### src/rsi_pkg.sv
// Shared constants for the ray-sphere intersection pipeline.
// No dependencies; used by rsi_mul and ray_sphere_intersect.
`default_nettype none

package rsi_pkg;

    // Operand slice width of one partial product in the chunked multiplier
    localparam int MUL_CHUNK = 34;

    // Register stages through rsi_mul: magnitude, partial products, sum
    localparam int MUL_LATENCY = 3;

endpackage

`default_nettype wire

### src/rsi_mul.sv
// Pipelined signed multiplier built from chunk-sized partial products.
// Depends on rsi_pkg (MUL_CHUNK). Registered magnitude, chunk product and sum stages, advances on en.
`default_nettype none

module rsi_mul #(
    parameter int A_WIDTH = 32,
    parameter int B_WIDTH = 32
) (
    input  logic                              clk,
    input  logic                              en,
    input  logic signed [A_WIDTH-1:0]         a,
    input  logic signed [B_WIDTH-1:0]         b,
    output logic signed [A_WIDTH+B_WIDTH-1:0] p
);

    localparam int CH      = rsi_pkg::MUL_CHUNK;
    localparam int NA      = (A_WIDTH + CH - 1) / CH;
    localparam int NB      = (B_WIDTH + CH - 1) / CH;
    localparam int MA_W    = NA * CH;
    localparam int MB_W    = NB * CH;
    localparam int SUM_W   = (NA + NB) * CH;
    localparam int P_WIDTH = A_WIDTH + B_WIDTH;

    logic [A_WIDTH-1:0]      abs_a;
    logic [B_WIDTH-1:0]      abs_b;
    logic [MA_W-1:0]         mag_a_reg;
    logic [MB_W-1:0]         mag_b_reg;
    logic                    neg1_reg;
    logic [2*CH-1:0]         pp_reg [NA][NB];
    logic                    neg2_reg;
    logic [SUM_W-1:0]        acc;
    logic signed [P_WIDTH-1:0] p_next;
    logic signed [P_WIDTH-1:0] p_reg;

    // magnitudes; the most negative value maps onto its unsigned magnitude
    assign abs_a = a[A_WIDTH-1] ? A_WIDTH'(-a) : A_WIDTH'(a);
    assign abs_b = b[B_WIDTH-1] ? B_WIDTH'(-b) : B_WIDTH'(b);

    // stage 1: sign and magnitude
    always_ff @(posedge clk)
    begin
        if (en)
        begin
            mag_a_reg <= MA_W'(abs_a);
            mag_b_reg <= MB_W'(abs_b);
            neg1_reg  <= a[A_WIDTH-1] ^ b[B_WIDTH-1];
        end
    end

    // stage 2: chunk products
    always_ff @(posedge clk)
    begin
        if (en)
        begin
            for (int i = 0; i < NA; i++)
            begin
                for (int j = 0; j < NB; j++)
                begin
                    pp_reg[i][j] <= (2*CH)'(mag_a_reg[i*CH +: CH]) *
                                    (2*CH)'(mag_b_reg[j*CH +: CH]);
                end
            end
            neg2_reg <= neg1_reg;
        end
    end

    // stage 3: align and sum partials, then apply sign
    always_comb
    begin
        acc = '0;
        for (int i = 0; i < NA; i++)
        begin
            for (int j = 0; j < NB; j++)
            begin
                acc = acc + (SUM_W'(pp_reg[i][j]) << (CH * (i + j)));
            end
        end
        p_next = neg2_reg ? -P_WIDTH'(acc) : P_WIDTH'(acc);
    end

    always_ff @(posedge clk)
    begin
        if (en)
        begin
            p_reg <= p_next;
        end
    end

    assign p = p_reg;

endmodule

`default_nettype wire

### config.mk
export PLATFORM = sky130hd
export DESIGN_NAME = rsi_mul
export DESIGN_NICKNAME = d
export VERILOG_FILES = /design/src/rsi_pkg.sv /design/src/rsi_mul.sv
export SDC_FILE = /design/constraint.sdc
export NUM_CORES = 2
export LEC_CHECK = 0
export BUFFER_PORTS_ARGS = -buffer_cell sky130_fd_sc_hd__clkbuf_2
export CELL_PAD_IN_SITES_DETAIL_PLACEMENT = 0
export CELL_PAD_IN_SITES_GLOBAL_PLACEMENT = 2
export CORE_AREA = 2 2 308 310
export DETAILED_ROUTE_END_ITERATION = 8
export DIE_AREA = 0 0 310 312
export HOLD_SLACK_MARGIN = 0.06
export PLACE_DENSITY_LB_ADDON = 0.1
export SETUP_SLACK_MARGIN = 0.1
export SLEW_MARGIN = 20
export SYNTH_ARGS = -nofsm -noshare
export SYNTH_HDL_FRONTEND = slang
export SYNTH_SLANG_ARGS = --single-unit
export TNS_END_PERCENT = 100
### constraint.sdc
create_clock -name clk -period 20 [get_ports clk]
set_input_delay 3 -clock clk [delete_from_list [all_inputs] [get_ports clk]]
set_output_delay 3 -clock clk [all_outputs]
set_load 0.02 [all_outputs]
; Word level (Yosys, flattened, before mapping)
; Memories as Yosys holds them, arrays and structs flattened.
; Index checks and enable logic that the tools add are counted.
[op_classes]
addsub = 3
mul = 1
mux = 5
bitwise = 1
[op_table]
columns = op, count
row1 = $mul 32x32->64, 1
row2 = $mux 64, 1
row3 = $neg 32->32, 2
row4 = $neg 64->64, 1
row5 = $mux 31, 2
row6 = $mux 1, 2
row7 = $xor 1x1->1, 1
[word_totals]
reg_bits = 130
mem_bits_rw = 64
out_inout_bits = 64
n_memories = 1
[memory_table]
columns = memory, depth, word_bits, rd, rd_clocked_by_memory_dff, write_ports, line_no
row1 = pp_reg, 1, 64, 1, 0, 1, rsi_mul.sv:29  ; logic [2*CH-1:0] pp_reg [NA][NB];

; Longest topological paths before layout
; An unclocked memory read counts as a cell.
[logic_depth]
word_depth = 3
ltp_mapped = 28
depth_no_buf = 26

; Worst setup path after synthesis
; Ideal clock, no wire load.
[synth_path]
path_type = register to register
start = reg mag_b_reg[17]
end = mem pp_reg[0][60] (netlist bit) (data pin)
setup_ps = 274
arrival_ps = 7205
setup_slack_ps = 12520
path_stages_with_launch = 27
period_less_slack_ps = 7480
cell_sequence = edfxtp_1 > clkbuf_1 > and2_1 > fa_1 > inv_1 > fa_1 > inv_1 > fa_1 > inv_1 > fa_1 > inv_1 > fa_1 > fa_1 > fa_1 > fa_1 > ha_1 > clkbuf_1 > a21oi_1 > o21ai_0 > a21oi_1 > nand4_1 > a221oi_1 > a31oi_1 > a31o_2 > a41oi_1 > mux2i_1 > o2111ai_1
[synth_via]
elab_chain_cells = 1
[synth_lines]
columns = item, line_no
row1 = from (decl), rsi_mul.sv:27  ; logic [MB_W-1:0] mag_b_reg;
row2 = from (signal assigned), rsi_mul.sv:45  ; mag_b_reg <= MB_W'(abs_b);
row3 = $mul 32x32->64, rsi_mul.sv:59  ; pp_reg[i][j] <= (2*CH)'(mag_a_reg[i*CH +: CH]) *
row4 = to (decl), rsi_mul.sv:29
; Every way passes these cells.

; Final worst setup path
[layout_path]
start = reg mag_a_reg[10]
end = mem pp_reg[0][60] (netlist bit) (data pin)
[layout_via]
elab_chain_cells = 1
[layout_lines]
columns = item, line_no
row1 = from (decl), rsi_mul.sv:26  ; logic [MA_W-1:0] mag_a_reg;
row2 = from (signal assigned), rsi_mul.sv:44  ; mag_a_reg <= MA_W'(abs_a);
row3 = $mul 32x32->64, rsi_mul.sv:59
; Every way passes these cells.

==> out/results.ini <==
[status]
status=completed

[drt]
drtAntennaViolNets=0
via_count=28600
drt-wirelength-per-cell_um=21.7
first_pass_iters=5
wl_um=120000
drc_errors=0
drtIter0Drc=1506
vias_per_cell=5.20

[setup_path]
cpMostUsedCell=fa_1
critical_path_arrival_ns=9.22
crit_path_start_kind=register
crit_path_end_kind=register
path_class=register to register
path_delay_family=adder cells
critPathMaxStageDelay_ns=0.73
slowest_stage=a221oi_1
cp_max_fo=23
required_ns=20.24
cp_num_buf_inv=5

[synthesis]
synth_edf_count=194
synth_flop_cell=edfxtp_1
netlist_instances=4249
synth.avg_cell_area_um2=9.80
synthDistinctLibCells=51
ys_seq_area_share_pct=14.0
synth-async-reset-ratio_pct=0
yosysWarningCount=0
syn_area_um2=41600
synth-seq-cells=194
synth_fp_nets=5477

[finish]
fin_nets=5464
seq_area_um2=5830
layout_common_cells=fa_1, inv_1, and2_1
mostFrequentLayoutCell=fa_1
drive_gt1_share_pct=6.02
area_growth_pct=5.97
multiInputGateArea_um2=31700
final_cells=5506
nFillCells=9071

[min_path]
min_path_type=register to register

[clock_tree]
post_cts_resized=0
cts.clk_slew.worst_paths_ns=0.11
cts.root.buffer_cell=clkbuf_16
cts_made_buffers=17
cts.htree.levels=4
clock_sinks=194
clockBufferDepth=2
tritoncts=done
hold_buffers=0
clock_latency_ns=0.51
post_cts_buffers=0

[global_routing]
antenna_found_initial=3
grt_pass1_vias=31500
grt_usage_pct=25.9
grt_pass1_wl_um=188000
grt_max_degree=67
grt_overflow_total=0

[sta]
tightestPinTransition_ns=0.922
min_period_ns=8.99
fmax_ghz=0.111
post-route-worst-setup-slack_ns=11.01
period_share_pct=44.9
setup_violations=0
relSlewSlack_pct=38.6
timing.setup.tns_ns=0
clock_skew_ns=0.0304
maxSlewViolCount=0
grt_setup_unrepaired=no
hold_violations=0

[place]
hpwl_um=90200
dp.cells=5471
place_ws_ns=11.16
gp_routability_congestion=0.848
port-buffer-count=129

[floorplan]
rows=112
initial_core_util_pct=44.7
coreArea_um2=93000
pin_count=130
die_w_um=310
dieArea_um2=96700
die_y_um=312

[flow_run]
max_cap_violations=0

cell type report:
class | instances | share of cell area (%)
timing repair buffer | 197 | 2.64
multi-input combinational | 2958 | 71.8
sequential | 194 | 13.2
tap | 1254 | 3.56
antenna | 3 | 0.0170
clock buffer | 17 | 0.964
clock inverter | 15 | 0.442
inverter | 868 | 7.38
per-stage QoR:
| stage | area (um^2) | hold slack, ns | utilization, % |
|---|---|---|---|
| after floorplan | 41600 | 0.400 | - |
| after global placement | 43500 | 0.403 | 46.7 |
| after detailed placement | 43500 | 0.407 | 46.7 |
| after CTS | 44100 | 0.428 | 47.4 |
| after global routing | 44100 | 0.448 | 47.4 |
| final | 44100 | 0.426 | 47.4 |
cell families after synthesis:
logic type      synth area share [%]
compound gates                  4.49
xor+xnor                        3.85
fa+ha+maj                       51.1
buf+inv                         9.93
flops                           14.0
mux                           0.0240
simple gates                    16.6
cell usage after synthesis (all sizes together) (2+ instances only):
master	n	area [um^2]
a21o	24	180
inv	868	3260
o21bai	12	90.1
clkbuf	227	852
or4	20	161
a221oi	6	52.6
nand3b	2	15.0
nor3b	2	15.0
a31oi	7	43.8
fa	896	17900
nand2	513	1930
a21oi	78	390
nor4	8	50.1
nor2b	3	18.8
and2	629	3940
a211oi	3	22.5
nand2b	9	56.3
or3	37	264
o221ai	2	17.5
nand3	8	40.0
a21boi	4	30.0
nor3	8	40.0
o21ai	83	415
buf	2	22.5
o211ai	5	37.5
or2	5	33.8
nor4b	2	17.5
o21a	7	52.6
xor2	33	289
edfxtp	194	5830
o41ai	20	190
and3	5	31.3
o31ai	37	278
nor2	38	143
ha	266	3330
xnor2	150	1310
and4	2	17.5
nand4	26	163
path summary, 6_finish.rpt:
kind                                start                       to  slack, ns  depth (start not counted)
setup / recovery  mag_a_reg[10]$_DFFE_PP_  pp_reg[0][60]$_DFFE_PP_      11.01                         25
setup reg to reg  mag_a_reg[10]$_DFFE_PP_  pp_reg[0][60]$_DFFE_PP_      11.01                         25
hold / removal         neg1_reg$_DFFE_PP_       neg2_reg$_DFFE_PP_       0.43                          0
hold reg to reg        neg1_reg$_DFFE_PP_       neg2_reg$_DFFE_PP_       0.43                          0
worst register-to-register path, cell delays in order (launching register included):
cell and delay, ns:
edfxtp_1 0.59, buf_4 0.34, and2_1 0.23, fa_1 0.53, inv_1 0.05, fa_1 0.52, inv_1 0.05, fa_1 0.55
inv_1 0.08, fa_1 0.53, inv_1 0.05, fa_1 0.49, fa_1 0.43, fa_1 0.51, fa_1 0.42, ha_1 0.40
a21oi_1 0.23, o21ai_0 0.15, a21oi_1 0.32, nand4_1 0.22, a221oi_1 0.73, a31oi_1 0.36, a31o_2 0.32, a41oi_1 0.27
mux2i_1 0.22, o2111ai_1 0.13
metal layers:
layer | vias up | part of all wire (%) | track usage [%]
li1 | 12800 | - | -
met1 | 15200 | 39 | 31.0
met2 | 463 | 54 | 47.9
met3 | 178 | 2.8 | 2.18
met4 | 4 | 3.9 | 9.69
met5 | - | 0.023 | 0
Power is left out: the tool's default activity adds up to more than one toggle a clock period on the data nets, which glitch-free logic cannot reach.
